--- src/design/ps2kr_pkg.sv ---
// Shared types and constants for the PS/2 keyboard receiver with key map.
// This file has no dependencies. Every other design file uses it by scoped names.
package ps2kr_pkg;

  // These are the operation codes carried in an input beat.
  typedef enum logic [2:0] {
    OP_EDGE      = 3'd0,
    OP_TICK      = 3'd1,
    OP_CHECK     = 3'd2,
    OP_CHECK_REL = 3'd3,
    OP_CLR_OVF   = 3'd4
  } op_e;

  localparam int unsigned NumKeys       = 256;
  localparam int unsigned CodeW         = 8;
  localparam int unsigned CountW        = 4;
  localparam int unsigned IdleW         = 16;
  localparam logic [CountW-1:0] FrameBits = 4'd11;
  localparam logic [CodeW-1:0]  ReleasePrefix = 8'hF0;
  localparam logic [IdleW-1:0]  GapLimitReset = 16'd250;
  localparam logic [IdleW-1:0]  IdleMax       = 16'hFFFF;

  // This is one input beat.
  typedef struct packed {
    logic [2:0]       op;
    logic             data_bit;
    logic [CodeW-1:0] key_code;
  } in_t;

  // This is one result beat.
  typedef struct packed {
    logic             key_pressed;
    logic             frame_done;
    logic [CodeW-1:0] scan_code;
    logic             release_pending;
    logic             map_cleared;
  } out_t;

  // A completed frame is passed from the frame assembler to the key map.
  typedef struct packed {
    logic             done;
    logic [CodeW-1:0] code;
  } frame_t;

  // These are the key map's contributions to a result beat.
  typedef struct packed {
    logic pressed;
    logic release_pending;
    logic cleared;
  } map_res_t;

endpackage

--- src/design/ps2kr_frame.sv ---
// Frame assembler for the PS/2 keyboard receiver: it holds the bit counter, the shift byte and the idle timer.
// It depends on ps2kr_pkg.
module ps2kr_frame (
  input  logic                         clk_i,
  input  logic                         rst_ni,
  input  logic                         step_i,
  input  logic [2:0]                   op_i,
  input  logic                         data_bit_i,
  input  logic [ps2kr_pkg::IdleW-1:0]  gap_limit_i,
  output ps2kr_pkg::frame_t            frame_o
);

  logic [ps2kr_pkg::CountW-1:0] count_q, count_d;
  logic [ps2kr_pkg::CodeW-1:0]  shift_q, shift_d;
  logic [ps2kr_pkg::IdleW-1:0]  idle_q, idle_d;

  logic [ps2kr_pkg::CountW-1:0] count_base;
  logic [ps2kr_pkg::CountW-1:0] count_next;
  logic [ps2kr_pkg::CountW-1:0] count_less;
  logic [ps2kr_pkg::CodeW-1:0]  shift_base;
  logic [ps2kr_pkg::CodeW-1:0]  shift_new;
  logic                         in_data_bits;

  // A long idle gap drops the partial frame before the new bit is used.
  always_comb begin
    if (idle_q > gap_limit_i) begin
      count_base = '0;
      shift_base = '0;
    end else begin
      count_base = count_q;
      shift_base = shift_q;
    end
    count_less   = count_base - 4'd1;
    in_data_bits = (count_base >= 4'd1) && (count_base <= 4'd8);
    shift_new    = shift_base;
    if (in_data_bits) begin
      shift_new[count_less[2:0]] = shift_base[count_less[2:0]] | data_bit_i;
    end
    count_next = count_base + 4'd1;
  end

  // The next state and the completed frame are produced here.
  always_comb begin
    count_d      = count_q;
    shift_d      = shift_q;
    idle_d       = idle_q;
    frame_o.done = 1'b0;
    frame_o.code = '0;
    case (ps2kr_pkg::op_e'(op_i))
      ps2kr_pkg::OP_EDGE: begin
        idle_d = '0;
        if (count_next == ps2kr_pkg::FrameBits) begin
          frame_o.done = 1'b1;
          frame_o.code = shift_new;
          count_d      = '0;
          shift_d      = '0;
        end else begin
          count_d = count_next;
          shift_d = shift_new;
        end
      end
      ps2kr_pkg::OP_TICK: begin
        if (idle_q != ps2kr_pkg::IdleMax) begin
          idle_d = idle_q + 16'd1;
        end
      end
      default: begin
      end
    endcase
  end

  // The state advances only when a beat is executed.
  always_ff @(posedge clk_i or negedge rst_ni) begin
    if (!rst_ni) begin
      count_q <= '0;
      shift_q <= '0;
      idle_q  <= '0;
    end else if (step_i) begin
      count_q <= count_d;
      shift_q <= shift_d;
      idle_q  <= idle_d;
    end
  end

endmodule

--- src/design/ps2kr_keymap.sv ---
// Key map for the PS/2 keyboard receiver: it holds 256 pressed flags and the release prefix flag.
// It depends on ps2kr_pkg. A flag that is set means the key is pressed, so that reset leaves every key released.
module ps2kr_keymap (
  input  logic                         clk_i,
  input  logic                         rst_ni,
  input  logic                         step_i,
  input  logic [2:0]                   op_i,
  input  logic [ps2kr_pkg::CodeW-1:0]  key_code_i,
  input  ps2kr_pkg::frame_t            frame_i,
  output ps2kr_pkg::map_res_t          res_o
);

  logic [ps2kr_pkg::NumKeys-1:0] pressed_q, pressed_d;
  logic                          release_q, release_d;
  logic [ps2kr_pkg::CodeW-1:0]   rd_addr;
  logic                          rd_pressed;

  // A single read port is used. An edge reads at the completed code, and a query reads at its key.
  always_comb begin
    if (ps2kr_pkg::op_e'(op_i) == ps2kr_pkg::OP_EDGE) begin
      rd_addr = frame_i.code;
    end else begin
      rd_addr = key_code_i;
    end
    rd_pressed = pressed_q[rd_addr];
  end

  // The map is updated and the query answered here.
  always_comb begin
    pressed_d     = pressed_q;
    release_d     = release_q;
    res_o.pressed = 1'b0;
    res_o.cleared = 1'b0;
    case (ps2kr_pkg::op_e'(op_i))
      ps2kr_pkg::OP_EDGE: begin
        if (frame_i.done) begin
          if (release_q) begin
            if (rd_pressed) begin
              pressed_d[rd_addr] = 1'b0;
            end else begin
              // Releasing a key that is already released clears the whole map.
              pressed_d     = '0;
              res_o.cleared = 1'b1;
            end
          end else begin
            pressed_d[rd_addr] = 1'b1;
          end
          release_d = (frame_i.code == ps2kr_pkg::ReleasePrefix);
        end
      end
      ps2kr_pkg::OP_CHECK: begin
        res_o.pressed = rd_pressed;
      end
      ps2kr_pkg::OP_CHECK_REL: begin
        res_o.pressed      = rd_pressed;
        pressed_d[rd_addr] = 1'b0;
      end
      ps2kr_pkg::OP_CLR_OVF: begin
        pressed_d[0] = 1'b0;
      end
      default: begin
      end
    endcase
    res_o.release_pending = release_d;
  end

  always_ff @(posedge clk_i or negedge rst_ni) begin
    if (!rst_ni) begin
      pressed_q <= '0;
      release_q <= 1'b0;
    end else if (step_i) begin
      pressed_q <= pressed_d;
      release_q <= release_d;
    end
  end

endmodule

--- src/design/ps2_keyboard_receiver_keymap.sv ---
// Top level of the PS/2 keyboard receiver with key map.
// It holds the input stage, the result register and the gap limit.
// It depends on ps2kr_pkg, ps2kr_frame and ps2kr_keymap.
//
//   channel   handshake                  payload
//   input     in_valid_i / in_ready_o    in_data_i  (ps2kr_pkg::in_t)
//   result    out_valid_o / out_ready_i  out_data_o (ps2kr_pkg::out_t)
//   config    cfg_we_i                   cfg_wdata_i (gap_limit_ms)
//
// Every beat gives exactly one result: the beat is held in the input register until the result
// register is free or is being emptied, and the frame and key map logic then computes its result
// into the result register. A new beat is taken every cycle while results are being drained.
// When the result register is held, the input register still takes one more beat.
// Reset releases every key, clears the frame and idle state and sets the gap limit to 250.
module ps2_keyboard_receiver_keymap (
  input  logic                        clk_i,
  input  logic                        rst_ni,
  input  logic                        in_valid_i,
  output logic                        in_ready_o,
  input  ps2kr_pkg::in_t              in_data_i,
  output logic                        out_valid_o,
  input  logic                        out_ready_i,
  output ps2kr_pkg::out_t             out_data_o,
  input  logic                        cfg_we_i,
  input  logic [ps2kr_pkg::IdleW-1:0] cfg_wdata_i
);

  logic                        in_valid_q, in_valid_d;
  ps2kr_pkg::in_t              in_data_q;
  logic                        out_valid_q, out_valid_d;
  ps2kr_pkg::out_t             out_data_q, out_data_d;
  logic [ps2kr_pkg::IdleW-1:0] gap_limit_q;
  logic                        exec;
  logic                        in_fire;
  ps2kr_pkg::frame_t           frame;
  ps2kr_pkg::map_res_t         map_res;

  // A beat executes when the result register is free or is being emptied.
  assign exec       = in_valid_q && (!out_valid_q || out_ready_i);
  assign in_ready_o = !in_valid_q || exec;
  assign in_fire    = in_valid_i && in_ready_o;

  assign in_valid_d  = in_fire || (in_valid_q && !exec);
  assign out_valid_d = exec || (out_valid_q && !out_ready_i);

  // This is the gap limit register.
  always_ff @(posedge clk_i or negedge rst_ni) begin
    if (!rst_ni) begin
      gap_limit_q <= ps2kr_pkg::GapLimitReset;
    end else if (cfg_we_i) begin
      gap_limit_q <= cfg_wdata_i;
    end
  end

  // This is the input stage.
  always_ff @(posedge clk_i or negedge rst_ni) begin
    if (!rst_ni) begin
      in_valid_q <= 1'b0;
    end else begin
      in_valid_q <= in_valid_d;
    end
  end

  always_ff @(posedge clk_i) begin
    if (in_fire) begin
      in_data_q <= in_data_i;
    end
  end

  ps2kr_frame u_frame (
    .clk_i       (clk_i),
    .rst_ni      (rst_ni),
    .step_i      (exec),
    .op_i        (in_data_q.op),
    .data_bit_i  (in_data_q.data_bit),
    .gap_limit_i (gap_limit_q),
    .frame_o     (frame)
  );

  ps2kr_keymap u_keymap (
    .clk_i      (clk_i),
    .rst_ni     (rst_ni),
    .step_i     (exec),
    .op_i       (in_data_q.op),
    .key_code_i (in_data_q.key_code),
    .frame_i    (frame),
    .res_o      (map_res)
  );

  // The result beat is assembled here.
  always_comb begin
    out_data_d.key_pressed     = map_res.pressed;
    out_data_d.frame_done      = frame.done;
    out_data_d.scan_code       = frame.code;
    out_data_d.release_pending = map_res.release_pending;
    out_data_d.map_cleared     = map_res.cleared;
  end

  always_ff @(posedge clk_i or negedge rst_ni) begin
    if (!rst_ni) begin
      out_valid_q <= 1'b0;
    end else begin
      out_valid_q <= out_valid_d;
    end
  end

  always_ff @(posedge clk_i) begin
    if (exec) begin
      out_data_q <= out_data_d;
    end
  end

  assign out_valid_o = out_valid_q;
  assign out_data_o  = out_data_q;

  // The map can only be cleared by a completed frame.
  assert property (@(posedge clk_i) disable iff (!rst_ni)
    out_valid_o && out_data_o.map_cleared |-> out_data_o.frame_done)
    else $error("map cleared without a completed frame");

  // The release flag follows the code of the frame that has just completed.
  assert property (@(posedge clk_i) disable iff (!rst_ni)
    out_valid_o && out_data_o.frame_done |->
      (out_data_o.release_pending ==
       (out_data_o.scan_code == ps2kr_pkg::ReleasePrefix)))
    else $error("release flag does not match completed code");

  // Back pressure reaches the input only when both registers are full.
  assert property (@(posedge clk_i) disable iff (!rst_ni)
    !in_ready_o |-> in_valid_q && out_valid_q && !out_ready_i)
    else $error("input stalled while a stage is free");

endmodule

--- config.mk ---
export PLATFORM = sky130hd
export DESIGN_NAME = ps2_keyboard_receiver_keymap
export DESIGN_NICKNAME = d
export VERILOG_FILES = /design/src/design/ps2kr_pkg.sv /design/src/design/ps2kr_frame.sv /design/src/design/ps2kr_keymap.sv /design/src/design/ps2_keyboard_receiver_keymap.sv
export SDC_FILE = /design/constraint.sdc
export NUM_CORES = 1
export LEC_CHECK = 0
export BUFFER_PORTS_ARGS = -buffer_cell sky130_fd_sc_hd__buf_2
export CAP_MARGIN = 25
export CORE_ASPECT_RATIO = 0.9
export CORE_MARGIN = 5
export CORE_UTILIZATION = 45
export CTS_CLUSTER_DIAMETER = 120
export DETAILED_ROUTE_END_ITERATION = 8
export MAX_ROUTING_LAYER = met4
export PLACE_DENSITY = 0.65
export SLEW_MARGIN = 10
export SYNTH_ARGS = -nofsm -noshare
export SYNTH_HDL_FRONTEND = slang
export SYNTH_SLANG_ARGS = --single-unit
--- constraint.sdc ---
create_clock -name clk_i -period 9.74 [get_ports clk_i]
set_input_delay 0.487 -clock clk_i [delete_from_list [all_inputs] [get_ports clk_i]]
set_output_delay 0.487 -clock clk_i [all_outputs]
set_load 0.05 [all_outputs]
# == Word-level counts from Yosys, hierarchy flattened ==
# Index checks and enable logic that the tools add are counted.
# word_totals
ff_bits,327
elab_cells,92
# op_classes
add_sub_neg,3
order_cmp,7
n_eq_ne,9
mux,27
n_bitwise,4
n_reduce_logical,25
# ops
cell,count
$mux 256,3
$pmux 255 s2,1
$and 256x256->256,1
$not 256->256,1
$or 256x256->256,1
$mux 8,4
$pmux 16 s2,1
$mux 9,2
$add 16x1->16 const B,1
$gt 16x16->1,1
$mux 16,1
$ne 16x16->1 const B,1
$reduce_and 3->1,4
$lt 8x9->1 const B,1
$bmux 1 s8,1
$bwmux 8,1
$demux 1 s8,1
$eq 8x8->1 const B,1
$ge 8x1->1 const B,1
$mux 4,2
$logic_and 1x1->1,7
$mux 1,7
$eq 3x2->1 const B,2
$add 4x1->4 const B,1
other kinds (21),28

# == Longest topological paths before layout ==
# logic_depth
word_depth,22
ltp_mapped,33

# == Modules after synthesis ==
# Synthesis repeated with hierarchy kept, for this count alone.
# hier_totals
cells_unflattened,1881
hier_area_um2,18200.0
# modules_own_cells
mod,n_inst,cells_each,area_per_inst_um2,seq_area_each_um2
ps2kr_keymap,1,1538,14446.4,6431.2
ps2kr_frame,1,277,2287.2,700.7
ps2_keyboard_receiver_keymap,1,66,1466.4,1178.6

# == Worst setup path after synthesis ==
# No wires, ideal clock.
# synth_path
path_type,reg2reg
startpoint,register gap_limit_q[6] (netlist bit)
endpoint,register u_keymap.pressed_q[106] (netlist bit)
setup_ns,0.158
t_arrival_ns,6.054
required_time_ns,9.582
slack_ns,3.527
stages_incl_launch_ff,31
path_buffers,7
path_cell_list,dfstp_2 > inv_1 > ha_1 > a41o_1 > a21oi_1 > or4_1 > buf_2 > nand3_2 > nand2_2 > clkbuf_1 > nand2_1 > inv_1 > ha_1 > clkbuf_1 > nor4bb_1 > a21oi_2 > nor4_1 > a31oi_1 > o21ai_1 > and2_1 > clkbuf_1 > a222oi_1 > nor2_1 > a2111oi_0 > a21oi_1 > or4_4 > a31oi_4 > buf_6 > buf_6 > buf_6 > a221oi_1
# synth_between
elab_chain_cells,22
elab_cells_between_ends,38
classes_between,2 x add/sub; 7 x order compare; 2 x eq/ne; 19 x mux; 4 x bitwise; 4 x reduce/logical
# synth_lines
item,line,source
from (decl),ps2_keyboard_receiver_keymap.sv:32,logic [ps2kr_pkg::IdleW-1:0] gap_limit_q;
from (signal assigned),ps2_keyboard_receiver_keymap.sv:49,gap_limit_q <= ps2kr_pkg::GapLimitReset;
from (signal assigned),ps2_keyboard_receiver_keymap.sv:51,gap_limit_q <= cfg_wdata_i;
$gt 16x16->1 *,ps2kr_frame.sv:26,if (idle_q > gap_limit_i) begin
$mux 4,ps2kr_frame.sv:26,
$sub 3x1->3,ps2kr_frame.sv:33,count_less = count_base - 4'd1;
$lt 3x4->1 (not written as such) or $ge 3x1->1 (tied branches),ps2kr_frame.sv:37,shift_new[count_less[2:0]] = shift_base[count_less[2:0]] | data_bit_i;
$logic_and 1x1->1 (not written as such),ps2kr_frame.sv:37,
$mux 1 (not written as such),ps2kr_frame.sv:37,
$demux 1 s3,n/a,
$bwmux 8,ps2kr_frame.sv:37,
(+6 left out),n/a,
$mux 1 (not written as such),"ps2kr_keymap.sv:39, ps2kr_keymap.sv:46, ps2kr_keymap.sv:56",
$demux 1 s8,n/a,
$not 256->256 (no source line),n/a,
$and 256x256->256 (no source line),n/a,
$mux 256,ps2kr_keymap.sv:38,if (rd_pressed) begin
$mux 256,ps2kr_keymap.sv:37,if (release_q) begin
$mux 256,ps2kr_keymap.sv:36,if (frame_i.done) begin
$pmux 255 s2,ps2kr_keymap.sv:34,case (ps2kr_pkg::op_e'(op_i))
to (signal assigned),ps2kr_keymap.sv:72,pressed_q <= pressed_d;
to (decl),ps2kr_keymap.sv:13,"logic [ps2kr_pkg::NumKeys-1:0] pressed_q, pressed_d;"
# Mark *: on every way between the ends. The rest lies on a longest branch, timed or not. The select of a mux whose other input is x is not followed.
# A chain may end at the register's enable or synchronous reset.

# == Final worst setup path ==
# layout_path
startpoint,register gap_limit_q[6] (netlist bit)
endpoint,register u_keymap.pressed_q[205] (netlist bit)
# Same word-level chain as after synthesis.

==> run metrics <==
Chip Height=roughly 200 microns; CTS Root Cell=clkbuf_16; Cells on Worst Hold Path=1; Max Freq=0.120 GHz; Power Dens Cells=190 nW/um^2; routed len/inst=approximately 29 microns; TritonCTS clock tree=yes; CP Buf/Inv Count=5; slowest cell delay on critical path=650 ps; DP Cell Count=~2,500; Clock Latency Late Sink=590 ps; Synth async-reset ratio=92.7%; via/cell ratio=roughly 7.1; Die W=between 200 and 250 microns; Syn Nets=between 2,000 and 2,500; commonest non-fill, non-tap cell in the layout=o21ai_0; clk slew on worst S/H paths=60 ps; sequential share of the synthesized area=45.2%; die area=around 45,000 sq um; post-synthesis cell area=18,400 sq um; number of hold violations in the final report=0; vias in the first global route=approximately 17,000; TritonCTS Buffers=39; core area=40,500 sq um; # DRC=0; Startpoint Class=register; Final min period=~8300 ps; Total GRT Usage=33.1%; most frequent cells in the layout=o21ai_0 (377), dfrtp_1 (297), a22oi_1 (250); # port buffers=46; NumNets Final=2,102; Peak VDD IR=about 130 uV; Worst setup EP type=register; antenna violations before repair=4; Largest delay share family, worst path=simple AND/OR/NAND/NOR gates; required time of the critical path=roughly 10,000 ps; slowest CP cell=nand2b_1; Post-Route WL=75,000 microns; row cnt=70; Area Overhead vs Synth=12.3%; Post-Route Setup TNS=0 ps; reg2reg path depth=27; RSZ-0062 raised after global routing=no; Rel. slew slack=a little over a fifth; CP Depth=27; global route overflow=0; Clock Sinks=about 330; Distinct cells, synth=a little under 90; Synth Register Bits=327; yosys warns=0; DP HPWL=approximately 47,000 microns; critical path arrival=slightly below 9000 ps; predominant post-synthesis flop cell=dfrtp_1; fillcell total=between 3,000 and 4,000; Post-synth EDFFs=24; Slew @ Worst Pin=between 1000 and 1500 ps; IO Count=47; post_cts resized=0; first drt pass iteration count=7; first-pass GRT wire length=between 100,000 and 150,000 microns; Final Max Slew Viols=0; via count=about 19,000; Leak=0.00819 uW; largest net degree at the start of global routing=around 150; layout cell share with drive strength beyond 1=13.2%; CTS H-Tree Depth=2; Max clock buf depth=3; Final Instance Count excl. Fillers=between 2,000 and 3,000; fin util=about half; antenna-violating nets left=0; critical-path maximum fanout=approximately 150; max_cap viols=0; status=complete, no violations; critical path class=reg -> reg; synthesized instance count=about 2,100; Avg Cell Area, Syn=slightly below 9 sq um; Min-Delay Path Class=in -> reg; GP Congestion=between 1 and 1.5; Initial Utilization=about 45%; period utilization=between 80% and 90%; Initial DRC Count=3,421; clk_skew=about 25 ps; # setup viols final=0
[metal layers]
metal,routed length [microns],share of wire [%],global-route usage [%]
met1,29700,40,45.4
met2,31000,41,44.7
met3,10500,14,11.1
met4,3790,5.0,14.4
met5,0,0,-
[state kept, by name, summed over array words and instances, names as in the netlist]
signal,count
u_keymap.pressed_q,256
gap_limit_q,16
u_frame.idle_q,16
in_data_q,12
out_data_o,12
u_frame.shift_q,8
u_frame.count_q,4
in_valid_q,1
out_valid_o,1
u_keymap.release_q,1
[power by group]
| group | internal [uW] | switching (uW) | total (uW) | leakage [uW] |
|---|---|---|---|---|
| registers | 1470 | 97.4 | 1570 | 0.00337 |
| logic | 265 | 572 | 837 | 0.00418 |
| clock network | 883 | 634 | 1520 | 0.000636 |
| total | 2620 | 1300 | 3920 | 0.00819 |
[cells by family (layout without fill, tap and decap cells)]
logic type                 after synthesis  count (layout)  synth area share (%)
muxes                                   14              14                 0.933
DFF                                    327             327                  45.2
buffers and inverters                  218             237                  5.13
AOI/OAI and AO/OA                      983             983                  34.6
and+or+nand+nor                        481             481                  12.0
xor gates and xnor gates                13              13                 0.620
adders and majority gates               21              21                  1.43
other                                    0               4                     0
[worst paths after layout]
check | startpoint | end | slack, ps
max | gap_limit_q[6] | u_keymap.pressed_q[205] | 1390
min reg2reg | in_valid_q | out_valid_o | 490
min | in_data_i[10] | in_data_q[10] | 90
max in group asynchronous | rst_ni | u_keymap.pressed_q[130] | 8030
min in group asynchronous | rst_ni | out_valid_o | 510
max reg2reg | gap_limit_q[6] | u_keymap.pressed_q[205] | 1390
[synth_stat cells, types with 24 or more instances]
library cell	n	area, sq um
buf_2	40	200
edfxtp_1	24	721
o21ai_0	377	1890
a221oi_1	29	254
nor2_1	105	394
nand3_1	42	210
a31oi_1	27	169
clkbuf_1	131	492
a21oi_1	83	415
a22oi_1	250	1880
dfrtp_1	297	7430
o21ai_1	56	280
inv_1	26	97.6
nand2_1	210	788
[cell type report]
class                      count  area, sq um  share of cell area, %
multi-input combinational   1512         9210                   44.6
antenna                        4         10.0                 0.0485
clock buffer                  47         1060                   5.12
tap                          540          676                   3.27
sequential                   327         8310                   40.3
clock inverter                22          234                   1.13
timing repair buffer         141         1040                   5.06
inverter                      27          101                  0.491
[timing repair]
item	CTS	global route
setup endpoints to repair	0	0
hold buffers	1	0
endpoints found under the hold margin	83	0
setup buffers	0	0
[worst reg2reg max path: cells and delay by family (launching register included)]
kind	cells	cell delay (ps)
buffers and inverters	5	1170
AOI/OAI and AO/OA	9	2230
DFF	1	510
and+or+nand+nor	11	3500
adders and majority gates	2	770
[metrics by stage]
step                      worst slack, ps  cell area (sq um)  power [uW]  hold WS [ps]
after global placement               1710              19200        2380           469
after floorplan                      3530              18400        2120           191
after global routing                 1020              20600        4050          84.6
final                                1390              20600        3920          89.1
after detailed placement             1610              19200        2390           483
after CTS                            1570              20500        3890          68.3
(Power assumes the default switching activity.)
